==> config.mk <==
export PLATFORM = sky130hd
export DESIGN_NAME = sem_ctrl
export DESIGN_NICKNAME = d
export VERILOG_FILES = /design/src/rtl/sem_pkg.sv /design/src/rtl/sem_ctrl.sv
export SDC_FILE = /design/constraint.sdc
export NUM_CORES = 1
export LEC_CHECK = 0
export BUFFER_PORTS_ARGS = -buffer_cell sky130_fd_sc_hd__buf_2
export CAP_MARGIN = 20
export CORE_AREA = 2 2 39 41
export CTS_BUF_LIST = sky130_fd_sc_hd__clkbuf_8
export CTS_CLUSTER_SIZE = 20
export DETAILED_ROUTE_END_ITERATION = 8
export DIE_AREA = 0 0 41 43
export SYNTH_ARGS = -nofsm -noshare
export SYNTH_HDL_FRONTEND = slang
export SYNTH_SLANG_ARGS = --single-unit
==> constraint.sdc <==
create_clock -name aclk -period 1.5 [get_ports aclk]
set_clock_uncertainty 0.2 [all_clocks]
set_input_delay 0.15 -clock aclk [delete_from_list [all_inputs] [get_ports aclk]]
set_output_delay 0.15 -clock aclk [all_outputs]
set_load 0.1 [all_outputs]
==> src/rtl/sem_pkg.sv <==
// ----------------------------------------------------------------------------
// sem_pkg
// Shared types and constants of the Sobel edge magnitude block.
// ----------------------------------------------------------------------------
package sem_pkg;

    localparam int MAX_WIDTH_DEF  = 1024;
    localparam int MAX_HEIGHT_DEF = 1024;
    localparam int CFG_RESET      = 1024;

    localparam int PIX_W  = 8;
    localparam int RGB_W  = 3 * PIX_W;
    localparam int CFG_W  = 11;
    localparam int GRAD_W = 11;
    localparam int SUM_W  = 21;
    localparam int ROOT_W = 8;

    localparam logic       REG_FRAME_WIDTH  = 1'b0;
    localparam logic       REG_FRAME_HEIGHT = 1'b1;

    localparam logic [PIX_W-1:0] MAG_MAX   = 8'd255;
    localparam logic [SUM_W-1:0] SAT_LIMIT = 21'd65280;

    typedef struct packed {
        logic       take;
        logic       load_win;
        logic       grad;
        logic       square;
        logic       root_step;
        logic [2:0] root_bit;
        logic       out_load;
    } dp_cmd_t;

    typedef struct packed {
        logic skip;
        logic have;
    } dp_stat_t;

endpackage

==> src/rtl/sem_ctrl.sv <==
// ----------------------------------------------------------------------------
// sem_ctrl
// Sequencer: accept, window load, gradients, squares, root steps, emit.
// ----------------------------------------------------------------------------
module sem_ctrl
    import sem_pkg::*;
(
    input  logic     aclk,
    input  logic     aresetn,
    input  logic     s_tvalid,
    output logic     s_tready,
    input  logic     m_tready,
    output logic     m_tvalid,
    input  dp_stat_t stat,
    output dp_cmd_t  cmd
);

    typedef enum logic [2:0] {
        ST_IDLE, ST_LOAD, ST_GRAD, ST_SQUARE, ST_ROOT, ST_EMIT
    } state_t;

    state_t     state_reg, state_next;
    logic [2:0] bit_reg, bit_next;
    logic       valid_reg, valid_next;

    always_comb begin
        cmd           = '0;
        state_next    = state_reg;
        bit_next      = bit_reg;
        valid_next    = valid_reg & ~m_tready;
        cmd.root_bit  = bit_reg;
        case (state_reg)
            ST_IDLE: begin
                cmd.take = s_tvalid;
                if (s_tvalid && !stat.skip) state_next = ST_LOAD;
            end
            ST_LOAD: begin
                cmd.load_win = 1'b1;
                state_next   = stat.have ? ST_GRAD : ST_IDLE;
            end
            ST_GRAD: begin
                cmd.grad   = 1'b1;
                state_next = ST_SQUARE;
            end
            ST_SQUARE: begin
                cmd.square = 1'b1;
                bit_next   = 3'd7;
                state_next = ST_ROOT;
            end
            ST_ROOT: begin
                cmd.root_step = 1'b1;
                bit_next      = bit_reg - 3'd1;
                if (bit_reg == 3'd0) state_next = ST_EMIT;
            end
            ST_EMIT: begin
                // hold until the output register is free
                if (!valid_reg || m_tready) begin
                    cmd.out_load = 1'b1;
                    valid_next   = 1'b1;
                    state_next   = ST_IDLE;
                end
            end
            default: state_next = ST_IDLE;
        endcase
    end

    always_ff @(posedge aclk) begin
        if (!aresetn) begin
            state_reg <= ST_IDLE;
            bit_reg   <= 3'd0;
            valid_reg <= 1'b0;
        end else begin
            state_reg <= state_next;
            bit_reg   <= bit_next;
            valid_reg <= valid_next;
        end
    end

    assign s_tready = (state_reg == ST_IDLE);
    assign m_tvalid = valid_reg;

endmodule

Word-level counts from Yosys, hierarchy flattened. Cells that the tools add are included.

Output and inout port bits: 11. Input port bits: 6. Flip-flop bits (word level): 7.

Eq/ne operators: 8. Reduce and logical (&&, ||, !) cells: 8. Add/sub/neg operators: 1. Mux-type cells: 15. Bitwise gates (word level): 2.

Operators by type and width (count): $pmux W3 S6 (1); $mux W1 (9); $mux W3 (3); $eq A3 B2 Y1 const B (2); $eq A3 B3 Y1 const B (2); $logic_not A3 Y1 (2); $pmux W3 S2 (1); $ne A2 B2 Y1 const B (2); $eq A3 B1 Y1 const B (1); $reduce_and A3 Y1 (1); $sub A3 B1 Y3 const B (1); $logic_not A1 Y1 (2); $mux W2 (1); $ne A2 B1 Y1 const B (1); $reduce_bool A2 Y1 (1); $and A1 B1 Y1 (1); $logic_and A1 B1 Y1 (1); $logic_or A1 B1 Y1 (1); $not A1 Y1 (1).

Longest topological paths before layout. Gate-level depths: netlist of run 1.

Depth in word-level cells: 4. Depth in mapped cells: 5.

Least setup slack after synthesis of run 1. OpenSTA, ideal clock, no wires.

Path type: reg2out. From: register state_reg[1]. To: output cmd[8] (netlist name). Setup slack: -2294 ps. Cell stages (with the launch flop): 3. Data required time: 1150 ps. Data arrival time: 3444 ps. Buffers on the path: 0. Path through: dfxtp_1 -> nor3_1 -> and2_1.

RTL lines: from (decl) (RTL line sem_ctrl.sv:22) `state_t state_reg, state_next;`; from (signal assigned) (RTL line sem_ctrl.sv:73) `state_reg <= state_next;`; to (decl) (RTL line sem_ctrl.sv:15) `output dp_cmd_t cmd`.

==> key figures, run 1 <==
Outcome
  • Outcome: finished with violations
  • Violated checks: setup timing

Die
  • Vertical die dimension: 43 um
  • Initial core utilization: 27.1%
  • Placeable core region: 1380 sq um
  • Die outline area: 1760 sq um
  • I/O pin count: 17
  • Die X: 41 um
  • Cell Rows: 14

Setup path
  • Arrival time at the worst endpoint: 1.21 ns
  • Category of the worst setup path capture point: output port
  • Reg2Reg Depth: 5
  • Highest net fanout along the worst path: 5
  • Slack of the worst reg-to-reg path: 0.05 ns
  • Type of the setup path with the least slack: flop to output port
  • Reg-to-Reg End: bit_reg[2]
  • Type of element launching the critical path: flop
  • Reg2Reg Launch Point: state_reg[1]
  • Required arrival time at the worst endpoint: 1.15 ns

STA
  • Unrepaired setup endpoints after global routing: yes
  • Post-Route Hold Slack: 0.0168 ns
  • PnR worst setup slack: -0.0616 ns
  • Final setup viols: 4
  • Final Critical Period: 1.56 ns
  • F_max: 0.640 GHz
  • Final TNS setup: -0.190 ns
  • Max-slew violation total from the final report: 0
  • Number of endpoints with negative hold slack in the final report: 0
  • Transition time at the pin with the least slew margin: 0.483 ns
  • Max transition margin: 68.0%
  • Fraction of the cycle the final worst path needs: 104%

Clock tree
  • Latest clock arrival within the worst-skew pair: 0.23 ns
  • Worst-path clk slew: 0.04 ns
  • Clock buffer depth: 2
  • Number of clock sinks seen by CTS: 7
  • Clock tree from TritonCTS: done
  • TritonCTS buffer count: 3
  • Master cell of the clock root buffer: sky130_fd_sc_hd__clkbuf_8
  • Maximum level of the CTS H-tree: 1

Placed design
  • Post-detailed-placement half-perimeter wirelength: 692 um
  • Gpl congestion: 0.750
  • Port-buffer cells: 16

Yosys
  • Multiplexer area fraction after synthesis: 0%
  • Number of nets produced by synthesis: 50
  • Post-synthesis sequential element count: 7
  • Library cell occupying the most area in the post-synthesis netlist: sky130_fd_sc_hd__dfxtp_1
  • Combinational family with the most area after synthesis: simple AND/OR/NAND/NOR gates
  • Post-synthesis instance area: 375 sq um
  • Yosys top cell area share: 37.3%
  • Cell types with the highest counts after synthesis: sky130_fd_sc_hd__dfxtp_1, sky130_fd_sc_hd__nor3_1, sky130_fd_sc_hd__inv_1
  • XOR/XNOR share of the synthesized area: 0%
  • Most common cell in the netlist: sky130_fd_sc_hd__dfxtp_1
  • Adder-cell share of the synthesized area: 6.67%
  • Sequential area share after synthesis: 37.3%
  • Synth Area in Compound Gates: 16.3%
  • Largest cells by area after synthesis: sky130_fd_sc_hd__dfxtp_1, sky130_fd_sc_hd__ha_1, sky130_fd_sc_hd__nor3_1
  • Asr flop ratio synth: 0%
  • Number of synthesized flops with an enable pin: 0
  • Post-synthesis cell type count: 22
  • Simple-gate area share of the yosys netlist: 34.3%
  • Number of instances in the synthesized netlist: 42
  • Top flip-flop cell by instance count after synthesis: sky130_fd_sc_hd__dfxtp_1
  • Syn avg cell area: 8.94 sq um
  • Synth warnings: 0

Routing
  • Total DRC errors in the routed layout: 0
  • Vias per cell: 4.90
  • Final wirelength: 1110 um
  • Routed Antenna Nets: 0
  • Total vias in the final route: 426
  • First DRT Iteration DRCs: 8
  • Number of iterations in the first detailed-routing pass: 4
  • Final routed wire length divided by cell count: 12.7 um

Cells and area
  • Synthesis-to-finish area growth: 98.3%
  • Layout Nets: 80
  • Fraction of final layout cells with drive strength greater than 1: 57.7%
  • Total inserted antenna cells: 0

Power
  • Cell area power density: 869 nW/um^2
  • Pwr Total: 0.000647 W
  • Peak supply drop: 0.490 mV
  • Lkg Pwr: 0.330 nW

Hold path
  • Hold Startpoint: stat[0]
  • Min-Delay Endpoint: state_reg[1]
  • Hold Path Class: primary input to flop
  • Hold Path Stages: 3

Global route
  • Via count of the first global-routing pass: 406
  • Remaining global-route overflow: 0
  • Antenna violations before repair: 0
  • Pin count of the biggest net entering global routing: 10
  • Tot GR Track Use: 15.6%
  • Global-route wire length before repair: 1800 um

Run
  • Maximum Capacitance Violations: 0
-- worst max-delay path by stage --
stage	startpoint	endpoint	cells after the start
5_1_grt	state_reg[1]	cmd[7]	3
6_report	state_reg[1]	cmd[7]	3
3_5_place_dp	state_reg[2]	bit_reg[1]	3
4_1_cts	state_reg[1]	cmd[8]	4
3_3_place_gp	state_reg[1]	cmd[0]	3
2_1_floorplan	state_reg[2]	cmd[8]	2
-- power breakdown --
part | internal, W | switching, W
registers | 0.000189 | 0.00000887
logic | 0.0000747 | 0.000109
clock network | 0.000177 | 0.0000881
-- timing repair --
item                                   CTS  global route
endpoints found under the hold margin    1             0
resized for setup                        6             4
pin swaps                                0             4
buffers inserted                         3             4
cloned                                   0             0
hold buffers                             1             0
setup endpoints to repair                7             8
-- per-layer routing --
metal,global-route usage [%],up-vias,wire [um]
met1,17.0,198,437
met3,8.90,4,78
met4,8.00,0,23
met5,0,-,0
li1,-,205,-
met2,23.1,19,566
-- cells by family (layout without fill, tap and decap cells) --
family,Yosys count,count (layout)
AND/OR/NAND/NOR,19,19
AO/OA/AOI/OAI,9,9
flip-flops,7,7
buffers and inverters,5,34
adder cells (fa/ha/maj),2,2
-- final cells by class --
type                    instances  area (sq um)
clock buffers                   3          41.3
clock inverters                 1          3.75
fillers                       133           639
inverters                       4          15.0
multi-input cells              30           236
flip-flops and latches          7           154
well taps                      16          20.0
repair buffers                 26           274
-- worst max-delay path: stages (launching register included) --
cell and delay, ns:
sky130_fd_sc_hd__dfxtp_4 0.36, sky130_fd_sc_hd__and2b_2 0.23, sky130_fd_sc_hd__and2b_2 0.22, sky130_fd_sc_hd__buf_12 0.17
-- metrics by stage --
stage | setup slack [ns] | util [%] | cells | instance area (sq um)
5_1_grt | -0.0983 | 53.8 | 87 | 744
4_1_cts | -0.0444 | 51.2 | 83 | 708
2_1_floorplan | -0.512 | - | 42 | 400
6_report | -0.0616 | 53.8 | 87 | 744
3_3_place_gp | 0.105 | 44.3 | 75 | 613
3_5_place_dp | 0.104 | 44.3 | 75 | 613
-- cell usage in the layout (no fill, tap or decap), drive strengths merged --
cell / n
nand2b: 1
and2: 2
dlygate4sd3: 1
dfxtp: 7
o21a: 1
nor3: 5
nand2: 1
or2b: 1
nor2b: 2
ha: 2
nor3b: 1
and3: 1
and3b: 1
a21oi: 3
and2b: 2
a211oi: 3
o311ai: 1
inv: 5
buf: 25
o211ai: 1
nor2: 1
clkbuf: 3
nand3: 1
No activity file was read; power rests on OpenSTA's default activity.
==> run 2: changes to the inputs <==
--- a/config.mk
+++ b/config.mk
@@ -7,5 +7,4 @@
 export LEC_CHECK = 0
 export BUFFER_PORTS_ARGS = -buffer_cell sky130_fd_sc_hd__buf_2
-export CAP_MARGIN = 20
 export CORE_AREA = 2 2 39 41
 export CTS_BUF_LIST = sky130_fd_sc_hd__clkbuf_8
==> constraint.sdc (replaced) <==
create_clock -name aclk -period 1.5 [get_ports aclk]
set_clock_uncertainty 0.2 [all_clocks]
set_input_delay 0 -clock aclk [delete_from_list [all_inputs] [get_ports aclk]]
set_output_delay 0 -clock aclk [all_outputs]
set_load 0.1 [all_outputs]
==> key figures, run 2 (synthesized netlist as in run 1, its figures left out) <==
Outcome
  • Outcome: finished with violations
  • Violated checks: hold timing

Setup path
  • Largest stage delay on the critical path: 0.39 ns
  • Category of the worst setup path capture point: output port
  • Reg2Reg Launch Point: state_reg[2]
  • Critical path startpoint: state_reg[1]
  • Type of element launching the critical path: flop
  • Bufs and invs on worst path: 1
  • Kind of cell adding the most delay to the critical path: simple AND/OR/NAND/NOR gates
  • Type of the setup path with the least slack: flop to output port
  • Critical path, cell by cell: and2b_1 -> and3_2 -> buf_12
  • Highest net fanout along the worst path: 8
  • Required arrival time at the worst endpoint: 1.30 ns
  • Cell type of the slowest stage on the worst timing path: sky130_fd_sc_hd__dfxtp_4
  • Arrival time at the worst endpoint: 1.23 ns

Clock tree
  • Worst-path clk slew: 0.04 ns
  • Clock buffer depth: 2
  • Master cell of the clock root buffer: sky130_fd_sc_hd__clkbuf_8
  • Maximum level of the CTS H-tree: 1
  • Latest clock arrival within the worst-skew pair: 0.23 ns
  • Number of clock sinks seen by CTS: 7
  • TritonCTS buffer count: 3
  • Clock tree from TritonCTS: done

Placed design
  • Place WS: 0.174 ns
  • Gpl congestion: 0.757
  • Placed cell count: 73
  • Port-buffer cells: 16

Routing
  • Final wirelength: 832 um
  • Number of iterations in the first detailed-routing pass: 3
  • First DRT Iteration DRCs: 4
  • Total vias in the final route: 378
  • Final routed wire length divided by cell count: 10.3 um
  • Total DRC errors in the routed layout: 0
  • Routed Antenna Nets: 0
  • Vias per cell: 4.67

Cells and area
  • Commonest cells after routing, fill and taps aside: sky130_fd_sc_hd__buf_2, sky130_fd_sc_hd__buf_12, sky130_fd_sc_hd__inv_1
  • Synthesis-to-finish area growth: 85.7%
  • Final instance count without filler cells: 81
  • Fill count: 138
  • Total inserted antenna cells: 0
  • Most common library cell in the layout ignoring fill and taps: sky130_fd_sc_hd__buf_2
  • Register cell area after layout: 155 sq um
  • Area taken by multi-input logic gates: 236 sq um
  • Layout Nets: 74
  • Fraction of final layout cells with drive strength greater than 1: 49.2%

STA
  • Final Critical Period: 1.43 ns
  • F_max: 0.701 GHz
  • Fraction of the cycle the final worst path needs: 95.1%
  • Max transition margin: 67.7%
  • Post-Route Hold Slack: -0.000478 ns
  • Final setup viols: 0
  • Number of endpoints with negative hold slack in the final report: 1
  • Transition time at the pin with the least slew margin: 0.488 ns
  • Max-slew violation total from the final report: 0
  • PnR worst setup slack: 0.0730 ns
  • Unrepaired setup endpoints after global routing: no

Global route
  • Remaining global-route overflow: 0
  • Tot GR Track Use: 11.5%
  • Pin count of the biggest net entering global routing: 10
  • Antenna violations before repair: 0
  • Global-route wire length before repair: 1360 um
  • Via count of the first global-routing pass: 366

Run
  • Maximum Capacitance Violations: 0

Die
  • Placeable core region: 1380 sq um
  • Die X: 41 um
  • Die outline area: 1760 sq um
  • I/O pin count: 17
  • Initial core utilization: 27.1%
  • Vertical die dimension: 43 um
  • Cell Rows: 14

Hold path
  • Hold Startpoint: s_tvalid
  • Hold Path Class: primary input to flop

Power
  • Pwr Total: 0.000623 W
  • Cell area power density: 893 nW/um^2
  • Lkg Pwr: 0.299 nW
  • Peak supply drop: 0.334 mV
[run 2: per-layer routing]
layer  wire length, um  GRT usage, %
met2               420          15.9
met4                 0          8.00
met5                 0             0
met3                64          3.66
met1               347          14.5
[run 2: worst min-delay path, cell delays in order]
cell and delay (ns):
sky130_fd_sc_hd__buf_2 0.08, sky130_fd_sc_hd__nor2b_1 0.12, sky130_fd_sc_hd__o211ai_1 0.10, sky130_fd_sc_hd__o311ai_1 0.08
[run 2: final cells by class]
type                            count  area share (%)
Multi-Input combinational cell     30            33.9
Sequential cell                     7            22.3
Inverter                            4            2.15
Timing Repair Buffer               20            32.3
Clock buffer                        3            5.92
Clock inverter                      1           0.539
Tap cell                           16            2.87
[run 2: final timing paths]
kind,endpoint,slack (ns),cells after the start
worst min register to register,bit_reg[0],0.25,1
worst max register to register,bit_reg[1],0.18,3
worst min-delay path,state_reg[0],-0.0005,4
worst max-delay path,cmd[0],0.07,3
[run 2: metrics by stage]
| step | util, % | TNS (ns) | cell area, sq um | hold WS [ns] |
|---|---|---|---|---|
| after floorplan | - | -1.93 | 402 | -0.0832 |
| after global placement | 43.3 | 0 | 599 | 0.0660 |
| after detailed placement | 43.3 | 0 | 599 | 0.0559 |
| after CTS | 49.5 | 0 | 684 | 0.0133 |
| after global routing | 50.4 | 0 | 697 | 0.0587 |
| final | 50.4 | 0 | 697 | -0.000478 |
[run 2: power breakdown]
part	switching [W]	internal, W	total [W]
logic	0.000103	0.0000641	0.000167
registers	0.00000945	0.000189	0.000199
clock network	0.0000805	0.000177	0.000257
total	0.000193	0.000430	0.000623
[run 2: timing repair]
item / 4_1_cts / 5_1_grt
gates resized for setup: 0 / 3
setup buffers: 0 / 0
setup endpoints to repair: 0 / 2
hold buffers: 4 / 0
hold endpoints to repair: 7 / 0
==> run 3: changes to the inputs <==
clock period = 1.27 ns   (was 1.5 ns; I/O delays follow)
==> key figures, run 3 (synthesized netlist as in run 1, its figures left out) <==
Clock tree
  • Clock buffer depth: 2
  • Clock tree from TritonCTS: done
  • Number of clock sinks seen by CTS: 7
  • Worst-path clk slew: 0.04 ns
  • Master cell of the clock root buffer: sky130_fd_sc_hd__clkbuf_8
  • TritonCTS buffer count: 3
  • Latest clock arrival within the worst-skew pair: 0.23 ns
  • Maximum level of the CTS H-tree: 1

Global route
  • Global-route wire length before repair: 1860 um
  • Via count of the first global-routing pass: 443
  • Tot GR Track Use: 16.2%
  • Remaining global-route overflow: 0
  • Antenna violations before repair: 0
  • Pin count of the biggest net entering global routing: 8

Setup path
  • Category of the worst setup path capture point: output port
  • Highest net fanout along the worst path: 4
  • Type of element launching the critical path: flop
  • Type of the setup path with the least slack: flop to output port
  • Required arrival time at the worst endpoint: 1.07 ns
  • Arrival time at the worst endpoint: 1.21 ns

Cells and area
  • Layout Nets: 87
  • Fraction of final layout cells with drive strength greater than 1: 64.1%
  • Total inserted antenna cells: 0
  • Most common library cell in the layout ignoring fill and taps: sky130_fd_sc_hd__buf_12
  • Synthesis-to-finish area growth: 129%
  • Commonest cells after routing, fill and taps aside: sky130_fd_sc_hd__buf_12, sky130_fd_sc_hd__buf_4, sky130_fd_sc_hd__buf_2
  • Final cell utilization of the core: 62.2%
  • Summed area of non-filler cells in the final layout: 861 sq um

STA
  • Unrepaired setup endpoints after global routing: yes
  • Final setup viols: 11
  • Final Critical Period: 1.41 ns
  • Max transition margin: 68.0%
  • Max-slew violation total from the final report: 0
  • Fraction of the cycle the final worst path needs: 111%
  • F_max: 0.707 GHz
  • Post-Route Hold Slack: -0.0278 ns
  • Number of endpoints with negative hold slack in the final report: 2
  • PnR worst setup slack: -0.144 ns
  • Transition time at the pin with the least slew margin: 0.484 ns

Placed design
  • Area after detailed placement: 693 sq um
  • Gpl congestion: 0.749
  • Post-detailed-placement half-perimeter wirelength: 717 um
  • Port-buffer cells: 16

Routing
  • Total DRC errors in the routed layout: 0
  • First DRT Iteration DRCs: 11
  • Total vias in the final route: 438
  • Number of iterations in the first detailed-routing pass: 4
  • Final wirelength: 1120 um
  • Vias per cell: 4.66
  • Final routed wire length divided by cell count: 11.9 um
  • Routed Antenna Nets: 0

Die
  • I/O pin count: 17
  • Initial core utilization: 27.1%
  • Cell Rows: 14
  • Placeable core region: 1380 sq um
  • Vertical die dimension: 43 um
  • Die X: 41 um
  • Die outline area: 1760 sq um

Outcome
  • Violated checks: hold timing, setup timing
  • Outcome: finished with violations

Power
  • Peak supply drop: 0.444 mV
  • Pwr Total: 0.000784 W
  • Lkg Pwr: 0.377 nW
  • Cell area power density: 911 nW/um^2

Hold path
  • Hold Path Class: primary input to flop

Run
  • Maximum Capacitance Violations: 0
-- run 3: changes by cell type in the layout (fill, tap and decap cells not counted), sizes merged --
cell,delta
dlygate4sd3,-1
buf,+14
-- run 3: worst paths after layout --
path | from | to | slack, ns | cells past startpoint
worst max-delay path | state_reg[1] | cmd[7] | -0.14 | 3
worst min-delay path | m_tready | m_tvalid | -0.03 | 3
worst max register to register | state_reg[0] | bit_reg[2] | -0.07 | 5
worst min register to register | bit_reg[0] | bit_reg[0] | 0.35 | 2
-- run 3: final cells by class --
| cell class | instances | area (sq um) |
|---|---|---|
| multi-input combinational | 30 | 250 |
| sequential | 7 | 158 |
| fill | 109 | 523 |
| tap | 16 | 20.0 |
| clock buffer | 3 | 41.3 |
| clock inverter | 1 | 3.75 |
| inverter | 4 | 15.0 |
| timing repair buffer | 33 | 373 |
-- run 3: layer usage --
metal | global-route usage (%) | part of all wire, % | up-vias
met5 | 0 | 0 | -
met4 | 14.0 | 3.9 | 0
met3 | 4.19 | 4.9 | 5
met2 | 23.1 | 53 | 18
met1 | 18.7 | 38 | 194
li1 | - | - | 221
-- run 3: report_power, final --
part	internal [W]	switching [W]	leakage, nW	total (W)
registers	0.000221	0.00000664	0.0607	0.000228
clock network	0.000209	0.000101	0.0269	0.000310
logic	0.000108	0.000138	0.289	0.000246
-- run 3: worst max-delay path: stages (launching register included) --
cell	delay, ns
sky130_fd_sc_hd__dfxtp_4	0.36
sky130_fd_sc_hd__and2b_2	0.24
sky130_fd_sc_hd__and2b_2	0.22
sky130_fd_sc_hd__buf_12	0.16
-- run 3: through the flow --
| stage | instances | setup TNS [ns] | worst slack (ns) |
|---|---|---|---|
| final | 94 | -0.984 | -0.144 |
| after global routing | 94 | -1.45 | -0.180 |
| after CTS | 93 | -1.10 | -0.155 |
| after detailed placement | 81 | -0.0430 | -0.0430 |
| after global placement | 81 | 0 | 0.0274 |
| after floorplan | 42 | -3.45 | -0.617 |
-- run 3: repair_timing --
action	in CTS	in global routing
endpoints found under the setup margin	8	12
endpoints found under the hold margin	7	1
setup buffers	6	0
hold buffers	2	1
pin swaps	5	3
resized for setup	9	6
